File: config.mk
export PLATFORM = sky130hd
export DESIGN_NAME = sensor_record_statistics
export DESIGN_NICKNAME = d
export VERILOG_FILES = /design/src/design/srs_pkg.sv /design/src/design/srs_stats.sv /design/src/design/srs_read_sel.sv /design/src/design/sensor_record_statistics.sv
export SDC_FILE = /design/constraint.sdc
export NUM_CORES = 2
export LEC_CHECK = 0
export BUFFER_PORTS_ARGS = -buffer_cell sky130_fd_sc_hd__buf_2
export CORE_ASPECT_RATIO = 1.5
export CORE_MARGIN = 5
export CORE_UTILIZATION = 50
export CTS_CLUSTER_SIZE = 40
export DETAILED_ROUTE_END_ITERATION = 7
export PLACE_DENSITY_LB_ADDON = 0.12
export RECOVER_POWER = 100
export SYNTH_ARGS = -nofsm -noshare
export SYNTH_HDL_FRONTEND = slang
export SYNTH_SLANG_ARGS = --single-unit
File: constraint.sdc
create_clock -name clk -period 7.44 [get_ports clk]
set_clock_uncertainty 0.15 [all_clocks]
set_input_delay 1.488 -clock clk [delete_from_list [all_inputs] [get_ports clk]]
set_output_delay 1.488 -clock clk [all_outputs]
set_load 0.05 [all_outputs]
File: src/design/srs_pkg.sv
// ----------------------------------------------------------------------------
// srs_pkg
// Shared types and constants of the sensor record statistics block.
// ----------------------------------------------------------------------------
package srs_pkg;

  localparam int SF_SLOTS  = 22;
  localparam int TIME_BITS = 40;

  localparam int STAMP_W = 40;
  localparam int MASK_W  = 5;
  localparam int TEMP_W  = 16;
  localparam int HUM_W   = 14;
  localparam int PRES_W  = 17;
  localparam int BATT_W  = 16;
  localparam int SF_W    = 5;
  localparam int IDX_W   = 5;
  localparam int VALUE_W = 64;

  localparam int CNT_W  = 32;
  localparam int MEAS_W = 18;
  localparam int SUM_W  = 50;
  localparam int N_MEAS = 3;

  // Measurement slots.
  localparam int M_TEMP = 0;
  localparam int M_HUM  = 1;
  localparam int M_PRES = 2;

  // Bits of the presence mask.
  localparam int MASK_TEMP = 0;
  localparam int MASK_HUM  = 1;
  localparam int MASK_PRES = 2;
  localparam int MASK_BATT = 3;
  localparam int MASK_SF   = 4;

  // Bits of the battery flags.
  localparam int BF_FIRST = 0;
  localparam int BF_LAST  = 1;

  typedef logic signed [MEAS_W-1:0] meas_t;
  typedef logic signed [SUM_W-1:0]  sum_t;
  typedef logic [TIME_BITS-1:0]     time_t;

  localparam meas_t MEAS_HI = {1'b0, {(MEAS_W-1){1'b1}}};
  localparam meas_t MEAS_LO = {1'b1, {(MEAS_W-1){1'b0}}};
  localparam sum_t  SUM_HI  = {1'b0, {(SUM_W-1){1'b1}}};
  localparam sum_t  SUM_LO  = {1'b1, {(SUM_W-1){1'b0}}};

  typedef enum logic {
    OP_ACC  = 1'b0,
    OP_READ = 1'b1
  } op_t;

  typedef enum logic [IDX_W-1:0] {
    STAT_COUNT          = 5'd0,
    STAT_TEMP_MIN       = 5'd1,
    STAT_TEMP_MAX       = 5'd2,
    STAT_TEMP_MIN_TIME  = 5'd3,
    STAT_TEMP_MAX_TIME  = 5'd4,
    STAT_TEMP_SUM       = 5'd5,
    STAT_HUM_MIN        = 5'd6,
    STAT_HUM_MAX        = 5'd7,
    STAT_HUM_MIN_TIME   = 5'd8,
    STAT_HUM_MAX_TIME   = 5'd9,
    STAT_HUM_SUM        = 5'd10,
    STAT_PRES_MIN       = 5'd11,
    STAT_PRES_MAX       = 5'd12,
    STAT_PRES_MIN_TIME  = 5'd13,
    STAT_PRES_MAX_TIME  = 5'd14,
    STAT_PRES_SUM       = 5'd15,
    STAT_BATT_FIRST     = 5'd16,
    STAT_BATT_FIRST_T   = 5'd17,
    STAT_BATT_LAST      = 5'd18,
    STAT_BATT_LAST_T    = 5'd19,
    STAT_BATT_FLAGS     = 5'd20,
    STAT_SF_SEEN        = 5'd21,
    STAT_PERIOD_START   = 5'd22,
    STAT_PERIOD_END     = 5'd23,
    STAT_PERIOD_VALID   = 5'd24
  } stat_idx_t;

  typedef struct packed {
    op_t                     op;
    logic [STAMP_W-1:0]      stamp;
    logic [MASK_W-1:0]       present_mask;
    logic signed [TEMP_W-1:0] temperature;
    logic [HUM_W-1:0]        humidity;
    logic [PRES_W-1:0]       pressure;
    logic [BATT_W-1:0]       battery;
    logic [SF_W-1:0]         spread_factor;
    logic [IDX_W-1:0]        stat_index;
  } item_t;

  typedef struct {
    logic [CNT_W-1:0]  record_count;
    meas_t             meas_min      [N_MEAS];
    meas_t             meas_max      [N_MEAS];
    time_t             meas_min_time [N_MEAS];
    time_t             meas_max_time [N_MEAS];
    sum_t              meas_sum      [N_MEAS];
    logic [BATT_W-1:0] batt_first;
    time_t             batt_first_time;
    logic [BATT_W-1:0] batt_last;
    time_t             batt_last_time;
    logic [1:0]        batt_flags;
    logic [SF_SLOTS-1:0] sf_seen;
    time_t             period_start;
    time_t             period_end;
    logic              period_valid;
  } stats_t;

endpackage

File: src/design/srs_stats.sv
// ----------------------------------------------------------------------------
// srs_stats
// Statistics registers and their update from one record.
// ----------------------------------------------------------------------------
module srs_stats (
  input  logic           clk,
  input  logic           rst_n,
  input  logic           upd_en,
  input  srs_pkg::item_t rec,
  output srs_pkg::stats_t stats
);
  import srs_pkg::*;

  stats_t st_r;
  stats_t st_nxt;

  logic [STAMP_W+TIME_BITS-1:0] stamp_ext;
  time_t                        t;
  meas_t                        meas_in  [N_MEAS];
  logic [N_MEAS-1:0]            meas_on;
  logic signed [SUM_W:0]        sum_ext  [N_MEAS];
  sum_t                         sum_sat  [N_MEAS];
  logic                         sf_ok;

  // Only the low TIME_BITS bits of the stamp take part.
  assign stamp_ext = {{TIME_BITS{1'b0}}, rec.stamp};
  assign t         = stamp_ext[TIME_BITS-1:0];

  assign meas_in[M_TEMP] = MEAS_W'(rec.temperature);
  assign meas_in[M_HUM]  = MEAS_W'(rec.humidity);
  assign meas_in[M_PRES] = MEAS_W'(rec.pressure);

  assign meas_on[M_TEMP] = rec.present_mask[MASK_TEMP];
  assign meas_on[M_HUM]  = rec.present_mask[MASK_HUM];
  assign meas_on[M_PRES] = rec.present_mask[MASK_PRES];

  assign sf_ok = rec.present_mask[MASK_SF] &&
                 ({1'b0, rec.spread_factor} < (SF_W+1)'(SF_SLOTS));

  // Sums carry one guard bit; a differing top pair means the range was left.
  always_comb begin
    for (int k = 0; k < N_MEAS; k++) begin
      sum_ext[k] = (SUM_W+1)'(st_r.meas_sum[k]) + (SUM_W+1)'(meas_in[k]);
      if (sum_ext[k][SUM_W] != sum_ext[k][SUM_W-1]) begin
        sum_sat[k] = sum_ext[k][SUM_W] ? SUM_LO : SUM_HI;
      end else begin
        sum_sat[k] = sum_ext[k][SUM_W-1:0];
      end
    end
  end

  always_comb begin
    st_nxt = st_r;
    for (int k = 0; k < N_MEAS; k++) begin
      if (meas_on[k]) begin
        if (meas_in[k] < st_r.meas_min[k]) begin
          st_nxt.meas_min[k]      = meas_in[k];
          st_nxt.meas_min_time[k] = t;
        end
        if (meas_in[k] > st_r.meas_max[k]) begin
          st_nxt.meas_max[k]      = meas_in[k];
          st_nxt.meas_max_time[k] = t;
        end
        st_nxt.meas_sum[k] = sum_sat[k];
      end
    end

    if (rec.present_mask[MASK_BATT]) begin
      if (!st_r.batt_flags[BF_FIRST] || (t < st_r.batt_first_time)) begin
        st_nxt.batt_first           = rec.battery;
        st_nxt.batt_first_time      = t;
        st_nxt.batt_flags[BF_FIRST] = 1'b1;
      end
      if (!st_r.batt_flags[BF_LAST] || (t > st_r.batt_last_time)) begin
        st_nxt.batt_last           = rec.battery;
        st_nxt.batt_last_time      = t;
        st_nxt.batt_flags[BF_LAST] = 1'b1;
      end
    end

    if (sf_ok) begin
      st_nxt.sf_seen = st_r.sf_seen | (SF_SLOTS'(1) << rec.spread_factor);
    end

    if (!st_r.period_valid || (t < st_r.period_start)) begin
      st_nxt.period_start = t;
    end
    if (!st_r.period_valid || (t > st_r.period_end)) begin
      st_nxt.period_end = t;
    end
    st_nxt.period_valid = 1'b1;

    if (st_r.record_count != {CNT_W{1'b1}}) begin
      st_nxt.record_count = st_r.record_count + CNT_W'(1);
    end
  end

  always_ff @(posedge clk) begin
    if (!rst_n) begin
      st_r.record_count <= '0;
      for (int k = 0; k < N_MEAS; k++) begin
        st_r.meas_min[k]      <= MEAS_HI;
        st_r.meas_max[k]      <= MEAS_LO;
        st_r.meas_min_time[k] <= '0;
        st_r.meas_max_time[k] <= '0;
        st_r.meas_sum[k]      <= '0;
      end
      st_r.batt_first      <= '0;
      st_r.batt_first_time <= '0;
      st_r.batt_last       <= '0;
      st_r.batt_last_time  <= '0;
      st_r.batt_flags      <= '0;
      st_r.sf_seen         <= '0;
      st_r.period_start    <= '0;
      st_r.period_end      <= '0;
      st_r.period_valid    <= 1'b0;
    end else if (upd_en) begin
      st_r <= st_nxt;
    end
  end

  assign stats = st_r;

endmodule

File: src/design/srs_read_sel.sv
// ----------------------------------------------------------------------------
// srs_read_sel
// Selects one statistic by index and extends it to the result width.
// ----------------------------------------------------------------------------
module srs_read_sel (
  input  srs_pkg::stats_t            stats,
  input  logic [srs_pkg::IDX_W-1:0]  stat_index,
  output logic signed [srs_pkg::VALUE_W-1:0] value
);
  import srs_pkg::*;

  // Measurement minimum, maximum and sum are signed; everything else is
  // zero extended.
  always_comb begin
    case (stat_idx_t'(stat_index))
      STAT_COUNT:         value = VALUE_W'(stats.record_count);
      STAT_TEMP_MIN:      value = VALUE_W'(stats.meas_min[M_TEMP]);
      STAT_TEMP_MAX:      value = VALUE_W'(stats.meas_max[M_TEMP]);
      STAT_TEMP_MIN_TIME: value = VALUE_W'(stats.meas_min_time[M_TEMP]);
      STAT_TEMP_MAX_TIME: value = VALUE_W'(stats.meas_max_time[M_TEMP]);
      STAT_TEMP_SUM:      value = VALUE_W'(stats.meas_sum[M_TEMP]);
      STAT_HUM_MIN:       value = VALUE_W'(stats.meas_min[M_HUM]);
      STAT_HUM_MAX:       value = VALUE_W'(stats.meas_max[M_HUM]);
      STAT_HUM_MIN_TIME:  value = VALUE_W'(stats.meas_min_time[M_HUM]);
      STAT_HUM_MAX_TIME:  value = VALUE_W'(stats.meas_max_time[M_HUM]);
      STAT_HUM_SUM:       value = VALUE_W'(stats.meas_sum[M_HUM]);
      STAT_PRES_MIN:      value = VALUE_W'(stats.meas_min[M_PRES]);
      STAT_PRES_MAX:      value = VALUE_W'(stats.meas_max[M_PRES]);
      STAT_PRES_MIN_TIME: value = VALUE_W'(stats.meas_min_time[M_PRES]);
      STAT_PRES_MAX_TIME: value = VALUE_W'(stats.meas_max_time[M_PRES]);
      STAT_PRES_SUM:      value = VALUE_W'(stats.meas_sum[M_PRES]);
      STAT_BATT_FIRST:    value = VALUE_W'(stats.batt_first);
      STAT_BATT_FIRST_T:  value = VALUE_W'(stats.batt_first_time);
      STAT_BATT_LAST:     value = VALUE_W'(stats.batt_last);
      STAT_BATT_LAST_T:   value = VALUE_W'(stats.batt_last_time);
      STAT_BATT_FLAGS:    value = VALUE_W'(stats.batt_flags);
      STAT_SF_SEEN:       value = VALUE_W'(stats.sf_seen);
      STAT_PERIOD_START:  value = VALUE_W'(stats.period_start);
      STAT_PERIOD_END:    value = VALUE_W'(stats.period_end);
      STAT_PERIOD_VALID:  value = VALUE_W'(stats.period_valid);
      default:            value = '0;
    endcase
  end

endmodule

File: src/design/sensor_record_statistics.sv
// ----------------------------------------------------------------------------
// sensor_record_statistics
// Running count, extremes, sums, battery and period tracking of sensor
// records, with read-back of one statistic per read transaction.
// ----------------------------------------------------------------------------
// The block accepts one transaction per clock while in_stall is low. Each
// transaction is captured in an input register; in the following cycle an
// accumulate transaction updates all statistics at once, while a read
// transaction selects one statistic into the result register as soon as
// that register is free, so a read result always reflects every record
// accepted before it. Accumulate transactions produce no result; a read
// waits in the input register only while a previous result is still held.
module sensor_record_statistics (
  input  logic                                clk,
  input  logic                                rst_n,
  input  logic                                in_valid,
  output logic                                in_stall,
  input  logic                                in_op,
  input  logic [srs_pkg::STAMP_W-1:0]         in_stamp,
  input  logic [srs_pkg::MASK_W-1:0]          in_present_mask,
  input  logic signed [srs_pkg::TEMP_W-1:0]   in_temperature,
  input  logic [srs_pkg::HUM_W-1:0]           in_humidity,
  input  logic [srs_pkg::PRES_W-1:0]          in_pressure,
  input  logic [srs_pkg::BATT_W-1:0]          in_battery,
  input  logic [srs_pkg::SF_W-1:0]            in_spread_factor,
  input  logic [srs_pkg::IDX_W-1:0]           in_stat_index,
  output logic                                out_valid,
  input  logic                                out_stall,
  output logic signed [srs_pkg::VALUE_W-1:0]  out_stat_value
);
  import srs_pkg::*;

  item_t                      item_r;
  logic                       item_valid_r;
  logic                       out_valid_r;
  logic signed [VALUE_W-1:0]  out_value_r;

  stats_t                     stats;
  logic signed [VALUE_W-1:0]  sel_value;
  logic                       in_take;
  logic                       out_free;
  logic                       item_go;
  logic                       upd_en;
  logic                       rd_en;

  assign out_free = !out_valid_r || !out_stall;
  assign item_go  = item_valid_r && ((item_r.op == OP_ACC) || out_free);
  assign upd_en   = item_go && (item_r.op == OP_ACC);
  assign rd_en    = item_go && (item_r.op == OP_READ);
  assign in_stall = item_valid_r && !item_go;
  assign in_take  = in_valid && !in_stall;

  always_ff @(posedge clk) begin
    if (!rst_n) begin
      item_valid_r <= 1'b0;
    end else if (in_take) begin
      item_valid_r <= 1'b1;
    end else if (item_go) begin
      item_valid_r <= 1'b0;
    end
  end

  always_ff @(posedge clk) begin
    if (in_take) begin
      item_r.op            <= op_t'(in_op);
      item_r.stamp         <= in_stamp;
      item_r.present_mask  <= in_present_mask;
      item_r.temperature   <= in_temperature;
      item_r.humidity      <= in_humidity;
      item_r.pressure      <= in_pressure;
      item_r.battery       <= in_battery;
      item_r.spread_factor <= in_spread_factor;
      item_r.stat_index    <= in_stat_index;
    end
  end

  srs_stats u_stats (
    .clk    (clk),
    .rst_n  (rst_n),
    .upd_en (upd_en),
    .rec    (item_r),
    .stats  (stats)
  );

  srs_read_sel u_read_sel (
    .stats      (stats),
    .stat_index (item_r.stat_index),
    .value      (sel_value)
  );

  always_ff @(posedge clk) begin
    if (!rst_n) begin
      out_valid_r <= 1'b0;
    end else if (rd_en) begin
      out_valid_r <= 1'b1;
    end else if (!out_stall) begin
      out_valid_r <= 1'b0;
    end
  end

  always_ff @(posedge clk) begin
    if (rd_en) begin
      out_value_r <= sel_value;
    end
  end

  assign out_valid      = out_valid_r;
  assign out_stat_value = out_value_r;

endmodule

======== Yosys cells after proc, flatten, opt, wreduce, memory -nomap -nowiden ========
Index checks and enable logic that the tools add are counted.
operators by class
  equal/unequal tests ..................... 29
  multiply operators ...................... 0
  add/sub/neg operators ................... 4
  reductions and logical operators ........ 36
  div/mod/pow operators ................... 0
  mux-type cells .......................... 11
  shift-type cells ........................ 1
  bitwise gates (word level) .............. 2
  order comparisons ....................... 11
operators by type and width
  kind                                               count
  case mux 64 bit (25 select lines)                  1
  2-to-1 mux 50 bit                                  6
  > comparator 40 bit                                2
  < comparator 40 bit                                2
  adder 50 x 15 -> 51 bit                            1
  adder 50 x 16 -> 51 bit                            1
  adder 50 x 18 -> 51 bit                            1
  == test 5 bit (second input constant)              9
  == test 5 x 4 -> 1 bit (second input constant)     8
  adder 32 x 1 -> 32 bit (second input constant)     1
  inequality test 32 bit (second input constant)     1
  AND reduction 3 bit                                8
  OR 22 bit                                          1
  << shifter 1 x 5 -> 22 bit (first input constant)  1
  == test 5 x 3 -> 1 bit (second input constant)     4
  > comparator 15 x 18 -> 1 bit                      1
  > comparator 16 x 18 -> 1 bit                      1
  > comparator 18 bit                                1
  < comparator 16 x 18 -> 1 bit                      1
  < comparator 14 x 17 -> 1 bit                      1
  < comparator 17 bit                                1
  AND reduction 2 bit                                7
  == test 5 x 2 -> 1 bit (second input constant)     2
  zero test 1 bit                                    7
  other kinds (10)                                   25
word-level totals
  register bits after elaboration ......... 927
  input bits .............................. 123
  bits in writable memories ............... 0
  ROM bits ................................ 0
  output and inout port bits .............. 66
  logic and storage cells ................. 132
  latch bits .............................. 0
  memories ................................ 0

======== Depth between registers and ports, before layout ========
  depth in word-level cells ............... 9
  gate-level depth with buffers ........... 16
  gate-level depth less buffers ........... 13

======== Modules after synthesis ========
Synthesis repeated with hierarchy kept, for this count alone.
unflattened totals
  cells, all modules ...................... 5485
  area, all modules ....................... 49849.1 um^2
by module, submodules not included
  module                    cells an instance  seq. area each (um^2)  area each (um^2)  times used
  srs_stats                 4495               14774.2                38583.3           1
  srs_read_sel              797                0.0                    5679.2            1
  sensor_record_statistics  193                5535.3                 5586.6            1

======== Worst setup path after synthesis ========
Ideal clock, no wire load.
  path kind ............................... input-to-reg
  from .................................... input port out_stall
  to ...................................... register, netlist name item_r[0]
  setup time .............................. 0.610 ns
  data arrival time ....................... 7.068 ns
  stages .................................. 3
  setup slack ............................. -0.388 ns
  buffers on the path ..................... 0
  required time ........................... 6.680 ns
  path through ............................ nand2_1 -> nor2_1 -> nor2b_1
between the ends
  cells in the longest elaborated chain, start to end .. 8
ends and longest elaborated chain
  what               line                            RTL
  start, declared    sensor_record_statistics.sv:28  input logic out_stall,
  zero test 1 bit    -
  logical OR 1 bit   sensor_record_statistics.sv:46  assign out_free = !out_valid_r || !out_stall;
  logical OR 1 bit   sensor_record_statistics.sv:47  assign item_go = item_valid_r && ((item_r.op == OP_ACC) || out_free);
  logical AND 1 bit  sensor_record_statistics.sv:47
  zero test 1 bit    sensor_record_statistics.sv:50  assign in_stall = item_valid_r && !item_go;
  logical AND 1 bit  sensor_record_statistics.sv:50
  net in_stall       sensor_record_statistics.sv:17  output logic in_stall,
  zero test 1 bit    sensor_record_statistics.sv:51  assign in_take = in_valid && !in_stall;
  logical AND 1 bit  sensor_record_statistics.sv:51
  net in_take        sensor_record_statistics.sv:40  logic in_take;
The timed path passes the listed nets, and every way through them passes these cells.
A chain may end at the register's enable or synchronous reset.

======== Final worst setup path ========
  from .................................... register item_valid_r
  to ...................................... register u_stats.st_r (netlist bit u_stats.stats[470])
between the ends
  cells in the longest elaborated chain, start to end .. 3
ends and longest elaborated chain
  what                           line                            RTL
  start, declared                sensor_record_statistics.sv:34  logic item_valid_r;
  start signal, assigned         sensor_record_statistics.sv:55  item_valid_r <= 1'b0;
  start signal, assigned         sensor_record_statistics.sv:57  item_valid_r <= 1'b1;
  start signal, assigned         sensor_record_statistics.sv:59  item_valid_r <= 1'b0;
  logical AND 1 bit              sensor_record_statistics.sv:47
  logical AND 1 bit              sensor_record_statistics.sv:48  assign upd_en = item_go && (item_r.op == OP_ACC);
  AND reduction 3 bit (no line)  -
  end signal, assigned           srs_stats.sv:118                st_r <= st_nxt;
  end, declared                  srs_stats.sv:14                 stats_t st_r;
No other way between the ends.

==> results.py <==
metrics = {
    "outcome": {
        "status": "complete, but fails checks",
        "violations": "capacitance limit, slew limit",
    },
    "timing": {
        "max_slew_margin_pct": -192,
        "max_slew.worst_pin.slew_ps": 4380,
        "hold_viol_final": 0,
        "finalSetupViolCount": 0,
        "layout_min_cycle_time_ps": 6170,
        "setup_tns_ps": 0,
        "fmax_mhz": 162,
        "slew_viol_final": 1039,
        "finalCritPeriodShare_pct": 82.9,
        "fin_ws_ps": 1270,
        "rsz0062_at_grt": "false",
    },
    "clock_network": {
        "cts_sinks": 909,
        "clk_path_buf_depth": 3,
        "cts_tree": "built",
        "cts_max_level": 3,
        "clockRootBuffer": "clkbuf_16",
        "cts_made_buffers": 92,
        "cts_resized": 0,
        "postCtsSetupBuffers": 0,
        "clk_pin_slew_worst_paths_ps": 60,
        "insertion_delay_ps": 700,
        "ctsHoldBuffers": 0,
    },
    "synth": {
        "synth_top_family_by_area": "compound AO/OA/AOI/OAI gates",
        "synthMuxAreaShare_pct": 7.34,
        "yosysWarningCount": 0,
        "synth.distinct_cells": 90,
        "synthAdderAreaFrac_pct": 9.68,
        "syn-instance-count": 5333,
        "synth_seq_cells": 909,
        "synth_xor_area_share_pct": 1.74,
        "synth_nets": 5792,
        "postSynth.asyncResetShare_pct": 0,
        "seq_area_frac_synth_pct": 41.6,
        "ys.flop_type": "dfxtp_1",
        "syn_avg_cell_area_sq_um": 8.96,
        "synth_area_sq_um": 47800,
        "synth-edff-count": 169,
        "synth-compound-area-share_pct": 19.6,
        "synthSimpleGateAreaFrac_pct": 14.5,
    },
    "pwr": {
        "clock_power_share_pct": 43.9,
        "p_sw_share_pct": 26.4,
        "power_frac_seq_pct": 46.4,
        "power_per_cell_area_nw_per_um2": 221,
        "ir_drop_mv": 0.245,
        "leakage_nw": 20.8,
        "power.switching_mw": 3.06,
        "p_int_mw": 8.53,
        "power_frac_comb_pct": 9.7,
    },
    "floorplan": {
        "start_util_pct": 50.1,
        "core_region_area_sq_um": 95300,
        "num_rows": 139,
        "fp.dieW_um": 262,
        "ios": 189,
        "die_area_sq_um": 102000,
        "die_y_um": 389,
    },
    "drt": {
        "vias_per_cell": 6.36,
        "initialDrtViolationCount": 4555,
        "wl_met1_um": 68600,
        "firstDrtPassIters": 7,
        "top_layer": "met4",
        "drc_errors": 0,
        "wl_met3_um": 12600,
        "wl_per_cell_um": 28.1,
        "wl_um": 187000,
        "wl_met2_um": 83800,
        "antenna_left": 0,
        "num_vias": 42309,
    },
    "grt": {
        "antenna_found_initial": 4,
        "grt_use_total_pct": 35.1,
        "grt_start_max_net_pins": 164,
        "grt_overflow_total": 0,
        "grt_pass1_vias": 40281,
        "grt_pass1_wl_um": 271000,
    },
    "critical_path": {
        "cp-end-kind": "flip-flop",
        "setup.worst_path.start_class": "flip-flop",
        "critPathMaxStageDelay_ps": 1850,
        "crit_path_max_fanout": 96,
        "slowest_stage": "a31o_1",
        "arrival_ps": 6420,
        "critical_path.cell_chain": "nor2b_1, clkbuf_1, and2_2, buf_4, o221ai_1, a31o_1, clkbuf_2, mux2i_1, nor2_1",
        "worstSetupPathType": "flip-flop to flip-flop",
        "cp.required_ps": 7690,
    },
    "final_layout": {
        "nets": 5757,
        "multi_input_area_sq_um": 25400,
        "register_area_sq_um": 19900,
        "drive_gt1_share_pct": 6.87,
        "fillers": 8919,
        "fin_area_sq_um": 52600,
        "area_delta_synth_final_pct": 10.0,
    },
    "worst_hold_path": {
        "hold_path_class": "flip-flop to flip-flop",
    },
    "placed_design": {
        "place.gp.congestion": 1.01,
        "port_buffers": 188,
        "place_area_sq_um": 49700,
        "pre_cts_ws_ps": 2480,
        "dp_hpwl_um": 131000,
    },
    "run": {
        "max-cap-violations": 23,
    },
}
[layout by cell type, fill, tap and decap left out, types with 18 or more instances in the layout]
cell,count
maj3_1,40
inv_1,291
buf_2,105
dfxtp_1,740
a21o_1,131
nand4_1,123
nand2b_1,35
and3_1,44
nor2_1,473
clkbuf_1,117
xor2_1,44
nand2_1,464
a22oi_1,165
clkbuf_8,18
o31ai_1,48
ha_1,333
mux2i_1,346
buf_4,48
o21ai_0,316
o21a_1,27
nor3_1,58
nor2b_1,35
a21oi_1,316
nor4_1,26
edfxtp_1,169
clkbuf_16,94
nand3_1,173
a22o_1,63
a221oi_1,82
a222oi_1,39
a31oi_1,50
o211ai_1,61
xnor2_1,50
[cell type report]
class                           instances  share of cell area, %
Timing Repair Buffer                  258                   2.53
Clock inverter                         38                   1.11
Clock buffer                          132                   5.09
Antenna cell                            6                 0.0286
Tap cell                             1269                   3.02
Inverter                              292                   2.10
Sequential cell                       909                   37.8
Multi-Input combinational cell       3745                   48.3
[flip-flops by register name, summed over array words and instances, names as in the netlist]
register	flops
out_valid	1
out_stat_value	50
item_valid_r	1
item_r	119
u_stats.stats	738
[Yosys cell counts, types with 16 or more instances]
cell type,instances,area (sq um)
dfxtp_1,740,14800
nor2_1,483,1810
nand2_1,464,1740
mux2i_1,347,3470
ha_1,333,4170
a21oi_1,315,1580
clkbuf_1,311,1170
o21ai_0,307,1540
inv_1,291,1090
nand3_1,174,871
edfxtp_1,169,5070
a22oi_1,165,1240
a21o_1,131,983
nand4_1,123,769
a221oi_1,82,718
nor3_1,64,320
a22o_1,63,552
o211ai_1,61,458
xnor2_1,51,447
a31oi_1,49,307
o31ai_1,48,360
and3_1,44,275
xor2_1,44,385
maj3_1,40,400
a222oi_1,39,390
nand2b_1,35,219
nor2b_1,35,219
buf_2,32,160
buf_1,28,105
o21a_1,27,203
nor4_1,26,163
or3_1,16,100
[per-layer routing]
layer | up-vias | track usage (%)
met3 | 595 | 4.50
met2 | 2034 | 56.2
li1 | 19292 | -
met5 | - | 0
met1 | 20388 | 40.6
met4 | 0 | 32.4
[stage by stage]
stage	instances	hold slack (ps)	total power, mW	utilization [%]
after floorplan	5333	283	6.16	-
after global placement	6473	291	6.58	52.1
after detailed placement	6473	296	6.59	52.1
after CTS	6643	305	11.6	55.5
after global routing	6643	318	11.9	55.1
final	6649	306	11.6	55.2
[kinds of logic (layout without fill, tap and decap cells)]
kind of cell	after synthesis	after routing
muxes	350	350
DFF	909	909
buffers and inverters	679	720
other	0	6
AOI/OAI and AO/OA	1409	1409
adders and majority gates	376	376
and+or+nand+nor	1515	1515
xor gates and xnor gates	95	95
[power groups by stage]
stage          registers [mW]  logic (mW)  clock network (mW)
6_report                 5.38        1.12                5.09
5_1_grt                  5.38        1.23                5.34
3_5_place_dp             5.48        1.11                   0
2_1_floorplan            5.38       0.776                   0
3_3_place_gp             5.48        1.10                   0
4_1_cts                  5.37        1.12                5.14
[worst max-delay path, delay by kind of cell (launching register included)]
family                 cells  cell delay (ps)
AOI/OAI and AO/OA          2             2040
DFF                        1              320
buffers and inverters      3             2230
muxes                      1              290
and+or+nand+nor            3              620
[worst paths after layout]
path / from / end / slack [ps] / cells past startpoint
worst max-delay path: item_valid_r$_SDFFE_PN0P_ / u_stats.stats[470]$_SDFFE_PN0P_ / 1270 / 9
worst min-delay path: u_stats.stats[406]$_SDFFE_PN0P_ / u_stats.stats[406]$_SDFFE_PN0P_ / 310 / 2
worst max register to register: item_valid_r$_SDFFE_PN0P_ / u_stats.stats[470]$_SDFFE_PN0P_ / 1270 / 9
worst min register to register: u_stats.stats[406]$_SDFFE_PN0P_ / u_stats.stats[406]$_SDFFE_PN0P_ / 310 / 2
No activity file was read; power rests on OpenSTA's default activity.
